==> src/design/tmpsc_pkg.sv <==
// Shared types, constants and speed-to-power line coefficients for the motor speed controller.
package tmpsc_pkg;

    localparam int MOTOR_COUNT = 3;
    localparam int LINE_COUNT  = 3;

    localparam int CFG_INDEX_W = 2;

    localparam logic [15:0] PROP_GAIN_RST     = 16'd3277;
    localparam logic [15:0] INTEG_GAIN_RST    = 16'd1229;
    localparam logic [15:0] SAMPLE_PERIOD_RST = 16'd3277;
    localparam logic [7:0]  POWER_LIMIT_RST   = 8'd127;

    // Q16.16 intercepts and Q0.16 inverse slopes, one set per line
    localparam logic signed [39:0] X_CUT [LINE_COUNT] = '{
        40'sd234199, 40'sd162123, 40'sd206406
    };
    localparam logic signed [39:0] Y_CUT [LINE_COUNT] = '{
        -40'sd289590, -40'sd196706, -40'sd243453
    };
    localparam logic [15:0] INV_SLOPE [LINE_COUNT] = '{
        16'd53001, 16'd54015, 16'd55563
    };

    typedef enum logic [CFG_INDEX_W-1:0] {
        CFG_PROP_GAIN     = 2'd0,
        CFG_INTEG_GAIN    = 2'd1,
        CFG_SAMPLE_PERIOD = 2'd2,
        CFG_POWER_LIMIT   = 2'd3
    } cfg_index_t;

    typedef enum logic [2:0] {
        STEP_ERR_MUL = 3'd0,
        STEP_INTEG   = 3'd1,
        STEP_IGAIN   = 3'd2,
        STEP_SUM     = 3'd3,
        STEP_OFFSET  = 3'd4,
        STEP_SLOPE   = 3'd5
    } step_t;

    typedef struct packed {
        logic [15:0] prop_gain;
        logic [15:0] integ_gain;
        logic [15:0] sample_period;
        logic [7:0]  power_limit;
    } cfg_t;

    typedef struct packed {
        logic  start;
        logic  run;
        step_t step;
    } lane_ctrl_t;

endpackage

==> src/design/tmpsc_lane.sv <==
// One motor lane: error, saturating integral, PI sum and linear power map over six steps.
module tmpsc_lane #(
    parameter int LINE_IDX = 0
) (
    input  logic                   clk,
    input  logic                   rst_n,
    input  tmpsc_pkg::lane_ctrl_t  ctrl,
    input  tmpsc_pkg::cfg_t        cfg,
    input  logic [15:0]            enc,
    input  logic [7:0]             want,
    input  logic [7:0]             dir_in,
    input  logic [7:0]             act_in,
    output logic [7:0]             power,
    output logic [7:0]             dir_out,
    output logic [7:0]             act_out
);
    import tmpsc_pkg::*;

    localparam int LINE = LINE_IDX % LINE_COUNT;

    logic [16:0]        speed_reg;
    logic [16:0]        speed_next;
    logic signed [16:0] err_reg;
    logic signed [16:0] err_next;
    logic [7:0]         dir_reg;
    logic [7:0]         act_reg;
    logic signed [33:0] inc_reg;
    logic signed [33:0] inc_next;
    logic signed [33:0] pprod_reg;
    logic signed [33:0] pprod_next;
    logic signed [31:0] integral_reg;
    logic signed [31:0] integral_next;
    logic signed [34:0] integ_wide;
    logic signed [48:0] iprod_reg;
    logic signed [48:0] iprod_next;
    logic signed [39:0] sum_reg;
    logic signed [39:0] sum_next;
    logic signed [39:0] dist_wide;
    logic               below_reg;
    logic               below_next;
    logic [25:0]        dist_reg;
    logic [25:0]        dist_next;
    logic [41:0]        prod_reg;
    logic [41:0]        prod_next;
    logic [9:0]         level;

    always_comb
    begin
        speed_next = enc[15] ? 17'(-$signed({1'b1, enc})) : {1'b0, enc};
        err_next   = 17'({10'd0, want} - {1'b0, speed_next});

        inc_next   = err_reg * $signed({1'b0, cfg.sample_period});
        pprod_next = err_reg * $signed({1'b0, cfg.prop_gain});

        integ_wide = integral_reg + inc_reg;
        if (integ_wide > 35'sd2147483647)
        begin
            integral_next = 32'sh7FFF_FFFF;
        end
        else if (integ_wide < -35'sd2147483648)
        begin
            integral_next = 32'sh8000_0000;
        end
        else
        begin
            integral_next = integ_wide[31:0];
        end

        iprod_next = integral_reg * $signed({1'b0, cfg.integ_gain});

        sum_next = (40'(pprod_reg) <<< 4) + 40'(iprod_reg >>> 12)
                 + $signed({7'd0, speed_reg, 16'd0});

        // beyond 2^26 the power is far above any clamp, so saturate the distance
        dist_wide  = sum_reg - Y_CUT[LINE];
        below_next = sum_reg < X_CUT[LINE];
        dist_next  = (|dist_wide[39:26]) ? '1 : dist_wide[25:0];

        prod_next = dist_reg * INV_SLOPE[LINE];

        level = prod_reg[41:32];
        if (below_reg)
        begin
            power = 8'd0;
        end
        else if (level > {2'b00, cfg.power_limit})
        begin
            power = cfg.power_limit;
        end
        else
        begin
            power = level[7:0];
        end
    end

    assign dir_out = dir_reg;
    assign act_out = act_reg;

    always_ff @(posedge clk or negedge rst_n)
    begin
        if (!rst_n)
        begin
            integral_reg <= '0;
        end
        else if (ctrl.run && ctrl.step == STEP_INTEG)
        begin
            integral_reg <= integral_next;
        end
    end

    always_ff @(posedge clk)
    begin
        if (ctrl.start)
        begin
            speed_reg <= speed_next;
            err_reg   <= err_next;
            dir_reg   <= dir_in;
            act_reg   <= act_in;
        end
        if (ctrl.run)
        begin
            case (ctrl.step)
                STEP_ERR_MUL:
                begin
                    inc_reg   <= inc_next;
                    pprod_reg <= pprod_next;
                end
                STEP_IGAIN:
                begin
                    iprod_reg <= iprod_next;
                end
                STEP_SUM:
                begin
                    sum_reg <= sum_next;
                end
                STEP_OFFSET:
                begin
                    below_reg <= below_next;
                    dist_reg  <= dist_next;
                end
                STEP_SLOPE:
                begin
                    prod_reg <= prod_next;
                end
                default:
                begin
                end
            endcase
        end
    end

endmodule

==> config.mk <==
export PLATFORM = sky130hd
export DESIGN_NAME = tmpsc_lane
export DESIGN_NICKNAME = d
export VERILOG_FILES = /design/src/design/tmpsc_pkg.sv /design/src/design/tmpsc_lane.sv
export SDC_FILE = /design/constraint.sdc
export NUM_CORES = 2
export LEC_CHECK = 0
export ABC_AREA = 1
export BUFFER_PORTS_ARGS = -buffer_cell sky130_fd_sc_hd__clkbuf_2
export CAP_MARGIN = 40
export CORE_MARGIN = 4
export CORE_UTILIZATION = 30
export CTS_CLUSTER_SIZE = 10
export DETAILED_ROUTE_END_ITERATION = 10
export GPL_ROUTABILITY_DRIVEN = 0
export PLACE_DENSITY = 0.44
export SETUP_SLACK_MARGIN = 0.1
export SLEW_MARGIN = 20
export SYNTH_ARGS = -nofsm -noshare
export SYNTH_HDL_FRONTEND = slang
export SYNTH_SLANG_ARGS = --single-unit
export TNS_END_PERCENT = 30
==> constraint.sdc <==
create_clock -name clk -period 11.5 [get_ports clk]
set_input_delay 0.575 -clock clk [delete_from_list [all_inputs] [get_ports clk]]
set_output_delay 0.575 -clock clk [all_outputs]
set_load 0.005 [all_outputs]
==> flow_summary_export.csv <==
group,metric,value,unit
outcome,status,"finished clean",
critical_path,cp_top_family,"adder cells",
logic_synthesis,yosys-mux-area-fraction,0,%
timing,layout_min_cycle_time,7040,ps
final_layout,largest_register_ffs,40,
floorplan,die_h,466,um
global_route,antenna_found_initial,5,
clock_tree,postCtsSetupRepairBufs,0,
critical_path,reg2reg_slack,4460,ps
clock_tree,cts_htree_levels,2,
global_route,grt_max_degree,51,
final_layout,fin_cells,10500,
clock_tree,cts_tree,"yes",
logic_synthesis,synth_top_cells_by_area,"fa_1 (38%), inv_1 (13%), edfxtp_1 (11%)",
timing,fin_setup_tns,0,ps
drt,viasPerCell,4.51,
critical_path,cp_slowest_cell,"fa_1",
floorplan,core,208000,um2
clock_tree,clock-sinks,264,
final_layout,n_fill_cell,22300,
placed_design,placement.io_buffers,126,
logic_synthesis,async_reset_ff_share,12.1,%
placed_design,dp_cells,10500,
logic_synthesis,ys.flop_type,"edfxtp_1",
final_layout,final_nets,9556,
clock_tree,clk_pin_slew,60,ps
logic_synthesis,yosysUniqueCellTypes,63,
timing,tightestPinTransition,862,ps
drt,num_vias,47500,
critical_path,path_max_fanout,32,
logic_synthesis,syn_area_per_cell,8.17,um2
final_layout,drive_gt1_share,4.22,%
timing,fin_worst_skew,32.4,ps
global_route,grtUsageTotal,17.1,%
logic_synthesis,synth_seq_cells,264,
logic_synthesis,synth-compound-area-share,5.50,%
logic_synthesis,yosysTopAreaCell,"fa_1",
drt,firstDrtPassIters,6,
drt,ant_nets,0,
drt,routedWlPerCell,17.4,um
final_layout,fin_util,32.7,%
logic_synthesis,yosysWarnings,0,
floorplan,die_area,218000,um2
clock_tree,cts_resized,0,
logic_synthesis,synth_fa_ha_area_share,48.7,%
timing,slew_viol_final,0,
critical_path,end_kind,"register",
critical_path,slowest_delay,580,ps
critical_path,worstPathRequired,11910,ps
timing,hold_violations,0,
placed_design,hpwl,152,mm
critical_path,critPathKind,"register to register",
critical_path,cp_cell_sequence,"buf_4 -> nand2_1 -> inv_1 -> fa_1 -> inv_1 -> fa_1 -> inv_1 -> fa_1 -> fa_1 -> fa_1 -> inv_1 -> fa_1 -> inv_1 -> ha_1 -> nand2_1 -> nor4_1 -> clkbuf_2 -> nand3_1 -> o21ai_0 -> nand2_1 -> nand2_1 -> nand2_1 -> nand2_1 -> xor2_1",
floorplan,io_pins,127,
clock_tree,cts_buffer_depth,3,
clock_tree,clock_latency,590,ps
logic_synthesis,syn_area,63000,um2
drt,drtIter0Drc,2526,
floorplan,initial_core_util,30.3,%
critical_path,critPathArrivalTime,7450,ps
floorplan,die_w,466,um
logic_synthesis,synth_commonest_cells,"inv_1 (2258), nand2_1 (1754), fa_1 (1191)",
timing,final-setup-viol-count,0,
floorplan,rows,167,
timing,max_freq,142,MHz
critical_path,crit_buf_inv,7,
timing,relSlewSlack,42.5,%
timing,period_share,61.2,%
clock_tree,root_buffer,"clkbuf_16",
global_route,grt_pass1_wl,293,mm
timing,rsz0062_at_grt,"false",
logic_synthesis,synth-seq-area-share,12.3,%
logic_synthesis,synth_top_family_by_area,"adder cells",
logic_synthesis,synth_top_cell_area_share,37.8,%
logic_synthesis,synthSimpleGateAreaFrac,15.2,%
run,cap_viol_max_count,0,
clock_tree,ctsHoldBuffers,1,
hold_path,hp-class,"input port to register",
drt,wirelength,183,mm
global_route,overflow,0,
logic_synthesis,synth_edf_count,232,
logic_synthesis,synthXorXnorAreaFrac,3.24,%
drt,drc,0,
clock_tree,cts_made_buffers,36,
final_layout,area_growth,8.10,%
global_route,first_global_vias,51100,
final_layout,final_area,68100,um2
critical_path,worstSetupStartpointType,"register",
logic_synthesis,netlist_instances,7719,
logic_synthesis,syn-num-nets,9560,
logic_synthesis,yosysMostFrequentCell,"inv_1",
placed_design,place_area,67000,um2
worst register-to-register path: cells and delay by family (launching register included):
family          cells  cell delay, ps
fa+ha+maj           7            3570
simple gates        8            1270
buf+inv             7             950
compound gates      1             560
flops               1             370
xor+xnor            1             180
stage by stage:
stage / setup slack, ps / hold WS (ps)
after global placement: 4050 / 402
after detailed placement: 4060 / 406
after CTS: 4310 / 121
after floorplan: 5360 / 279
final: 4460 / 169
after global routing: 3990 / 133
layer usage:
metal,up-vias,routed length (um),global-route usage (%)
met5,-,0,0
li1,22600,-,-
met4,0,3050,2.80
met2,808,89500,29.7
met3,161,5810,1.37
met1,23900,84400,23.5
final timing paths:
path	cells after the start	start	endpoint
worst max-delay path	24	err_reg[16]$_DFFE_PP_	inc_reg[29]$_DFFE_PP_
worst min-delay path	1	act_in[0]	act_out[0]$_DFFE_PP_
worst max register to register	24	err_reg[16]$_DFFE_PP_	inc_reg[29]$_DFFE_PP_
worst min register to register	0	iprod_reg[12]$_DFFE_PP_	sum_reg[0]$_DFFE_PP_
max in group asynchronous	3	rst_n	integral_reg[28]$_DFFE_PN0P_
min in group asynchronous	2	rst_n	integral_reg[11]$_DFFE_PN0P_
placed cells by master (no fill, tap or decap), types with 127 or more instances in the layout:
cell type  instances
a21oi_1          297
clkbuf_2         127
edfxtp_1         232
fa_1            1191
ha_1             547
inv_1           2258
nand2_1         1753
nor2_1           312
o21ai_0          147
xor2_1           166
cell families after synthesis:
family / after synthesis
XOR/XNOR: 233
AND/OR/NAND/NOR: 2364
adder cells (fa/ha/maj): 1738
AO/OA/AOI/OAI: 611
buffers and inverters: 2508
other: 1
flip-flops: 264
final cells by class:
cell class	instances	area [um2]	share of cell area (%)
timing repair buffer	202	1490	2.19
clock buffer	39	912	1.34
inverter	2264	8500	12.5
multi-input combinational	4947	45800	67.2
sequential	264	7770	11.4
clock inverter	18	165	0.242
tap	2788	3490	5.12
antenna	1	2.50	0.00367
Power is not shown: default switching activity piles up to over one toggle a cycle in this logic, so the estimate is an artifact.
