`config.mk`:
```
export PLATFORM = sky130hd
export DESIGN_NAME = tmpsc_merge_flat
export DESIGN_NICKNAME = d
export VERILOG_FILES = /design/src/design/tmpsc_pkg.sv /design/src/design/tmpsc_if.sv /design/src/design/tmpsc_merge.sv /design/src/flat_wrapper.sv
export SDC_FILE = /design/constraint.sdc
export NUM_CORES = 1
export LEC_CHECK = 0
export ABC_AREA = 1
export BUFFER_PORTS_ARGS = -buffer_cell sky130_fd_sc_hd__buf_2
export CAP_MARGIN = 20
export CORE_AREA = 10 10 84 86
export CTS_BUF_LIST = sky130_fd_sc_hd__clkbuf_4 sky130_fd_sc_hd__clkbuf_8
export DETAILED_ROUTE_END_ITERATION = 8
export DIE_AREA = 0 0 94 96
export PLACE_DENSITY = 0.82
export SLEW_MARGIN = 20
export SYNTH_ARGS = -nofsm -noshare
export SYNTH_HDL_FRONTEND = slang
export SYNTH_SLANG_ARGS = --single-unit
```
`constraint.sdc`:
```
create_clock -name clk -period 0.8 [get_ports clk]
set_input_delay 0.04 -clock clk [delete_from_list [all_inputs] [get_ports clk]]
set_output_delay 0.04 -clock clk [all_outputs]
set_load 0.01 [all_outputs]
```
`src/design/tmpsc_pkg.sv`:
```
// Shared types, constants and speed-to-power line coefficients for the motor speed controller.
package tmpsc_pkg;

    localparam int MOTOR_COUNT = 3;
    localparam int LINE_COUNT  = 3;

    localparam int CFG_INDEX_W = 2;

    localparam logic [15:0] PROP_GAIN_RST     = 16'd3277;
    localparam logic [15:0] INTEG_GAIN_RST    = 16'd1229;
    localparam logic [15:0] SAMPLE_PERIOD_RST = 16'd3277;
    localparam logic [7:0]  POWER_LIMIT_RST   = 8'd127;

    // Q16.16 intercepts and Q0.16 inverse slopes, one set per line
    localparam logic signed [39:0] X_CUT [LINE_COUNT] = '{
        40'sd234199, 40'sd162123, 40'sd206406
    };
    localparam logic signed [39:0] Y_CUT [LINE_COUNT] = '{
        -40'sd289590, -40'sd196706, -40'sd243453
    };
    localparam logic [15:0] INV_SLOPE [LINE_COUNT] = '{
        16'd53001, 16'd54015, 16'd55563
    };

    typedef enum logic [CFG_INDEX_W-1:0] {
        CFG_PROP_GAIN     = 2'd0,
        CFG_INTEG_GAIN    = 2'd1,
        CFG_SAMPLE_PERIOD = 2'd2,
        CFG_POWER_LIMIT   = 2'd3
    } cfg_index_t;

    typedef enum logic [2:0] {
        STEP_ERR_MUL = 3'd0,
        STEP_INTEG   = 3'd1,
        STEP_IGAIN   = 3'd2,
        STEP_SUM     = 3'd3,
        STEP_OFFSET  = 3'd4,
        STEP_SLOPE   = 3'd5
    } step_t;

    typedef struct packed {
        logic [15:0] prop_gain;
        logic [15:0] integ_gain;
        logic [15:0] sample_period;
        logic [7:0]  power_limit;
    } cfg_t;

    typedef struct packed {
        logic  start;
        logic  run;
        step_t step;
    } lane_ctrl_t;

endpackage

```
`src/design/tmpsc_if.sv`:
```


interface tmpsc_out_if;
    logic       valid;
    logic       ready;
    logic [7:0] power_a;
    logic [7:0] power_b;
    logic [7:0] power_c;
    logic [7:0] dir_out_a;
    logic [7:0] dir_out_b;
    logic [7:0] dir_out_c;
    logic [7:0] act_out_a;
    logic [7:0] act_out_b;
    logic [7:0] act_out_c;

    modport source (
        output valid, power_a, power_b, power_c, dir_out_a, dir_out_b, dir_out_c,
               act_out_a, act_out_b, act_out_c,
        input  ready
    );
    modport sink (
        input  valid, power_a, power_b, power_c, dir_out_a, dir_out_b, dir_out_c,
               act_out_a, act_out_b, act_out_c,
        output ready
    );
endinterface


```
`src/design/tmpsc_merge.sv`:
```
// Output stage: gathers the lane results into one held result item.
module tmpsc_merge (
    input  logic                clk,
    input  logic                rst_n,
    input  logic                load,
    input  logic [7:0]          power   [tmpsc_pkg::MOTOR_COUNT],
    input  logic [7:0]          dir_val [tmpsc_pkg::MOTOR_COUNT],
    input  logic [7:0]          act_val [tmpsc_pkg::MOTOR_COUNT],
    output logic                free,
    tmpsc_out_if.source         result
);
    import tmpsc_pkg::*;

    logic       valid_reg;
    logic [7:0] power_reg [MOTOR_COUNT];
    logic [7:0] dir_reg   [MOTOR_COUNT];
    logic [7:0] act_reg   [MOTOR_COUNT];

    assign free = !valid_reg || result.ready;

    always_ff @(posedge clk or negedge rst_n)
    begin
        if (!rst_n)
        begin
            valid_reg <= 1'b0;
        end
        else if (load)
        begin
            valid_reg <= 1'b1;
        end
        else if (result.ready)
        begin
            valid_reg <= 1'b0;
        end
    end

    always_ff @(posedge clk)
    begin
        if (load)
        begin
            power_reg <= power;
            dir_reg   <= dir_val;
            act_reg   <= act_val;
        end
    end

    assign result.valid     = valid_reg;
    assign result.power_a   = power_reg[0];
    assign result.power_b   = power_reg[1];
    assign result.power_c   = power_reg[2];
    assign result.dir_out_a = dir_reg[0];
    assign result.dir_out_b = dir_reg[1];
    assign result.dir_out_c = dir_reg[2];
    assign result.act_out_a = act_reg[0];
    assign result.act_out_b = act_reg[1];
    assign result.act_out_c = act_reg[2];

endmodule

```
`src/flat_wrapper.sv`:
```
// flat-port wrapper written by rule: the top's interface ports become plain ports
module tmpsc_merge_flat import tmpsc_pkg::*;
  (clk, rst_n, load, power, dir_val, act_val, free, result_valid, result_power_a, result_power_b, result_power_c, result_dir_out_a, result_dir_out_b, result_dir_out_c, result_act_out_a, result_act_out_b, result_act_out_c, result_ready);
  tmpsc_out_if result_i ();
  input  logic clk;
  input  logic rst_n;
  input  logic load;
  input  logic [7:0] power[tmpsc_pkg::MOTOR_COUNT];
  input  logic [7:0] dir_val[tmpsc_pkg::MOTOR_COUNT];
  input  logic [7:0] act_val[tmpsc_pkg::MOTOR_COUNT];
  output logic free;
  output wire logic [$bits(result_i.valid)-1:0] result_valid;
  output wire logic [$bits(result_i.power_a)-1:0] result_power_a;
  output wire logic [$bits(result_i.power_b)-1:0] result_power_b;
  output wire logic [$bits(result_i.power_c)-1:0] result_power_c;
  output wire logic [$bits(result_i.dir_out_a)-1:0] result_dir_out_a;
  output wire logic [$bits(result_i.dir_out_b)-1:0] result_dir_out_b;
  output wire logic [$bits(result_i.dir_out_c)-1:0] result_dir_out_c;
  output wire logic [$bits(result_i.act_out_a)-1:0] result_act_out_a;
  output wire logic [$bits(result_i.act_out_b)-1:0] result_act_out_b;
  output wire logic [$bits(result_i.act_out_c)-1:0] result_act_out_c;
  input wire logic [$bits(result_i.ready)-1:0] result_ready;
  assign result_valid = result_i.valid;
  assign result_power_a = result_i.power_a;
  assign result_power_b = result_i.power_b;
  assign result_power_c = result_i.power_c;
  assign result_dir_out_a = result_i.dir_out_a;
  assign result_dir_out_b = result_i.dir_out_b;
  assign result_dir_out_c = result_i.dir_out_c;
  assign result_act_out_a = result_i.act_out_a;
  assign result_act_out_b = result_i.act_out_b;
  assign result_act_out_c = result_i.act_out_c;
  assign result_i.ready = result_ready;
  tmpsc_merge u_core (.clk(clk), .rst_n(rst_n), .load(load), .power(power), .dir_val(dir_val), .act_val(act_val), .free(free), .result(result_i));
endmodule
```
==> results.md, run 1 <==
- Leading area contributor after synthesis: edfxtp_1
- Residual DRC count: 0
- Die area: 0.00902 mm^2
- Max Used Layer: met4
- Largest net degree at the start of global routing: 38
- H-tree lvl count: 3
- Starting Density: 0.408
- Worst setup EP type: primary output
- Hold slack: 0.184 ns
- Worst slew pin tran: 0.195 ns
- Global-route usage over all layers: 0.160
- Flop2flop setup slack: -0.03 ns
- Cells on worst reg2reg path: 4
- Commonest cells after routing, fill and taps aside: 147 x buf_2, 74 x dlygate4sd3_1, 72 x edfxtp_1, 9 x clkbuf_8, 3 x bufinv_16
- CP Class: reg2out
- First-pass GRT wire length: 10.6 mm
- Cell Area, Synth: 0.00221 mm^2
- Row count: 27
- Final core utilization: 0.756
- Peak Freq: 1030 MHz
- Status: finished with violations
- Die width: 94 um
- Pwr dens: 2200 mW/mm^2
- Critical-path maximum fanout: 2
- Vias: 1682
- Worst flop-to-flop path startpoint: u_core.result.valid
- Cells after Synth: 77
- Grt ovf: 0
- Met3 Routed Length: 897 um
- ANT nets after route: 0
- Synth cell types: 4
- Avg Inst Size Synth: 28.7 um^2
- Startpoint Class: flop
- Min cycle time layout: 0.972 ns
- Metal2 WL: 3.96 mm
- Max Root-Sink Buffers: 2
- Filler cells: 329
- Syn_nets: 153
- Final setup margin: -0.172 ns
- Max-slew violation count: 0
- Vias in the first global route: 1967
- Drt first pass iters: 4
- CTS clk-pin slew, worst paths: 0.07 ns
- Starting DRC count in detailed routing: 47
- WL final: 7.26 mm
- Routed metal-1 wire length: 2.27 mm
- Final net count: 391
- Worst-Skew Late Latency: 0.33 ns
- Failing checks: setup timing
- Pleak: 1.77 nW
- Post-Route Skew: 0 ns
- Max-Cap Viols: 0
- Reg2reg end: u_core.result.valid
- Final setup viols: 75
- Top post-synthesis cells by area: edfxtp_1 98%, dfrtp_1 1.1%, nand2_2 0.57%, inv_1 0.34%
- WP data required: 0.76 ns
- Commonest non-fill, non-tap cell in the layout: buf_2
- Final hold violation count: 0
- Hold crit path type: in2reg
- Gpl congestion: 0.709
- Core ar.: 0.00541 mm^2
- CTS tree: yes
- Port Buf Inserts: 149
- Setup crit end: free
- Maximum vdd drop: 1.88 mV
- IO Pins: 150
- CTS sink cnt: 73
- Pwr Total: 9.00 mW
- Sequential fraction of the synthesis area: 0.991
- Synth top area share: 0.980
- RSZ-0062 raised after global routing: yes
- Area delta synth->final: 85.1%
- Per-cell routed wire length: 18.5 um
- Final period util: 1.21
- Dpl hpwl: 4.63 mm
- Ys Warns: 0
- #FFs+latches synth: 73
- CP startpoint: u_core.result.valid
- Relative slew margins: 0.870
- Die Ht: 96 um
- Dpl ws: 0.0678 ns
- Root Buffer: clkbuf_8
- Initial antenna violation count: 1
- Share of cells above drive strength 1: 0.533
- TritonCTS Buffers: 9
- Critical Path AT: 0.93 ns
- Via-to-Cell Ratio: 4.29
==> through the flow <==
stage / std cells / cell area (um^2) / TNS [ns]
after global routing: 392 / 4090 / -9.87
after CTS: 390 / 4070 / -7.40
after floorplan: 77 / 2210 / 0
after global placement: 300 / 3080 / 0
final: 392 / 4090 / -6.66
after detailed placement: 300 / 3080 / 0
==> metal layers <==
metal / track usage / up-vias
met4: 0.0747 / 0
met1: 0.151 / 789
met3: 0.0879 / 13
li1: - / 783
met5: 0 / -
met2: 0.280 / 97
==> critical path: stages, from the launching register on <==
cell and delay [ns]:
dfrtp_1 0.40, nand2_2 0.10, buf_6 0.11
==> synth_stat cells <==
cell,n
nand2_2,2
inv_1,2
dfrtp_1,1
edfxtp_1,72
==> worst min path at each step <==
stage	startpoint	endpoint	slack, ns	cells past startpoint
floorplan	rst_n	u_core.result.valid	-0.26	0
global placement	rst_n	u_core.result.valid	-0.18	1
detailed placement	rst_n	u_core.result.valid	-0.18	1
CTS	result_ready	u_core.result.valid	0.05	5
global route	result_ready	u_core.result.valid	0.19	6
finish	result_ready	u_core.result.valid	0.18	6
==> repair_timing <==
| item | 4_1_cts | 5_1_grt |
|---|---|---|
| resized for setup | 1 | 2 |
| endpoints found under the hold margin | 73 | 0 |
| setup buffers | 1 | 1 |
| cloned | 0 | 0 |
| hold buffers | 74 | 0 |
| pin swaps | 1 | 1 |
| endpoints found under the setup margin | 74 | 74 |
==> power by group <==
group / internal [mW] / switching, mW / leakage (nW)
combinational: 0.593 / 0.489 / 0.943
sequential: 4.53 / 0.0803 / 0.715
clock: 2.04 / 1.26 / 0.115
==> kinds of logic (layout without fill, tap and decap cells) <==
| family | Yosys count | in the layout | share of synthesized area |
|---|---|---|---|
| flops | 73 | 73 | 0.991 |
| simple gates | 2 | 2 | 0.00567 |
| buf+inv | 2 | 244 | 0.00340 |
| other cells | 0 | 1 | 0 |
==> cell type report <==
| cell class | count | area (um^2) | area share |
|---|---|---|---|
| antenna | 1 | 2.50 | 0.000613 |
| inverter | 2 | 7.51 | 0.00184 |
| tap | 72 | 90.1 | 0.0221 |
| sequential | 73 | 2190 | 0.535 |
| timing repair buffer | 227 | 1550 | 0.380 |
| clock buffer | 9 | 124 | 0.0303 |
| clock inverter | 6 | 108 | 0.0263 |
| multi-input combinational | 2 | 12.5 | 0.00306 |
No activity file was read; power rests on OpenSTA's default activity.
==> run 2: changes to the inputs <==
SETUP_SLACK_MARGIN = 0.15   (was unset)
==> run 2 against run 1 <==
  * The run still ends with setup timing left
  * Clock power is 8.2% lower
  * First-iteration DRC count up 72%
  * Register-to-register slack better by 0.08 ns
  * Die area is the same
  * Critical path depth is the same
  * Sequential share of layout area is essentially flat
  * Clock skew unchanged
  * Cell area barely moved
==> results.md, run 2 (synthesis gave the netlist of run 1 again) <==
- Status: finished with violations
- Failing checks: setup timing
- FF/Latch Area: 0.00219 mm^2
- Startpoint Class: flop
- Dpl ws: 0.0697 ns
- P_int: 6.92 mW
- Pwr dens: 2150 mW/mm^2
- Hold slack: 0.0117 ns
- Layout Cells excl Fill: 391
- Critical Path AT: 0.93 ns
- Switching pwr: 1.85 mW
- Starting Density: 0.408
- Commonest non-fill, non-tap cell in the layout: buf_2
- Final net count: 389
- WP data required: 0.76 ns
- Worst path depth: 2
- Dpl hpwl: 4.58 mm
- Maximum vdd drop: 1.98 mV
- Final core utilization: 0.755
- Gpl congestion: 0.716
- Placed cells: 300
- Worst slew pin tran: 0.194 ns
- Min cycle time layout: 0.971 ns
- Share of cells above drive strength 1: 0.535
- Area of the multi-input gates: 12.5 um^2
- Reg2reg end: u_core.result.valid
- Initial antenna violation count: 0
- Area delta synth->final: 84.9%
- Peak Freq: 1030 MHz
- Final setup viols: 74
- Final setup margin: -0.171 ns
- Per-cell routed wire length: 19.1 um
- Starting DRC count in detailed routing: 81
- Root Buffer: clkbuf_8
- Drt first pass iters: 4
- Critical-path maximum fanout: 2
- Cells on worst reg2reg path: 3
- Die width: 94 um
- Top delay family on crit path: flip-flops
- Sw frac: 0.211
- RSZ-0062 raised after global routing: yes
- Post-Route Skew: 0 ns
- ANT nets after route: 0
- Fin area: 0.00408 mm^2
- WL final: 7.46 mm
- Commonest cells after routing, fill and taps aside: 142 x buf_2, 73 x dlygate4sd3_1, 72 x edfxtp_1, 9 x clkbuf_8, 7 x buf_6
- CP Class: reg2out
- CP startpoint: u_core.result.valid
- Via-to-Cell Ratio: 4.34
- TritonCTS Buffers: 9
- Worst Path Buf+Inv: 1
- Vias in the first global route: 1953
- Max Root-Sink Buffers: 2
- IO Pins: 150
- Clock network power share: 0.347
- Relative slew margins: 0.870
- Worst setup EP type: primary output
- Placement Cell Area: 0.00308 mm^2
- Die area: 0.00902 mm^2
- Max-Cap Viols: 0
- Max-slew violation count: 0
- Worst-Skew Late Latency: 0.33 ns
- CP peak stage delay: 0.40 ns
- Setup crit end: free
- Final hold violation count: 0
- H-tree lvl count: 3
- Row count: 27
- CTS tree: yes
- Hold crit path type: in2async
- First-pass GRT wire length: 10.8 mm
- Pwr Total: 8.77 mW
- Worst flop-to-flop path startpoint: u_core.result.valid
- Vias: 1697
- Worst-path cell with the longest stage delay: dfrtp_1
- Largest net degree at the start of global routing: 38
- CTS clk-pin slew, worst paths: 0.07 ns
- Logic pwr share: 0.126
- Core ar.: 0.00541 mm^2
- Port Buf Inserts: 149
- Filler cells: 335
- Crit-path cells: nand2_2, buf_6
- Final period util: 1.21
- Seq pwr share: 0.527
- Grt ovf: 0
- Pleak: 1.77 nW
- Residual DRC count: 0
- Global-route usage over all layers: 0.164
- Post-Route Setup TNS: -6.62 ns
- CTS sink cnt: 73
- Flop2flop setup slack: 0.05 ns
- Die Ht: 96 um
-- run 2: cell type report --
class                   instances  share of cell area
flip-flops and latches         73               0.536
repair buffers                225               0.384
clock buffers                  10              0.0322
well taps                      72              0.0221
clock inverters                 6              0.0202
multi-input cells               2             0.00307
inverters                       2             0.00184
diodes                          1            0.000613
-- run 2: how the worst min path moves through the flow --
stage / cells after the start / endpoint / startpoint
after global routing: 2 / u_core.result.valid / rst_n
after CTS: 4 / u_core.result.valid / result_ready
final: 2 / u_core.result.valid / rst_n
after floorplan: 0 / u_core.result.valid / rst_n
after detailed placement: 1 / u_core.result.valid / rst_n
after global placement: 1 / u_core.result.valid / rst_n
-- run 2: what timing repair did --
item,CTS,global route
setup buffers,0,1
setup endpoints to repair,74,76
pin swaps,0,1
gates resized for setup,1,8
hold buffers,74,0
endpoints found under the hold margin,74,0
-- run 2: power by group through the flow --
| stage | Clock (mW) | Combinational, mW | Sequential (mW) |
|---|---|---|---|
| 2_1_floorplan | 0 | 0.00986 | 4.87 |
| 3_3_place_gp | 0 | 0.752 | 4.67 |
| 3_5_place_dp | 0 | 0.768 | 4.69 |
| 4_1_cts | 3.09 | 1.06 | 4.60 |
| 5_1_grt | 3.25 | 1.18 | 4.65 |
| 6_report | 3.04 | 1.10 | 4.62 |
-- run 2: metal layers --
metal / part of all wire / global-route usage
met1: 0.33 / 0.151
met4: 0.0067 / 0.0696
met3: 0.095 / 0.0677
met2: 0.57 / 0.309
met5: 0 / 0
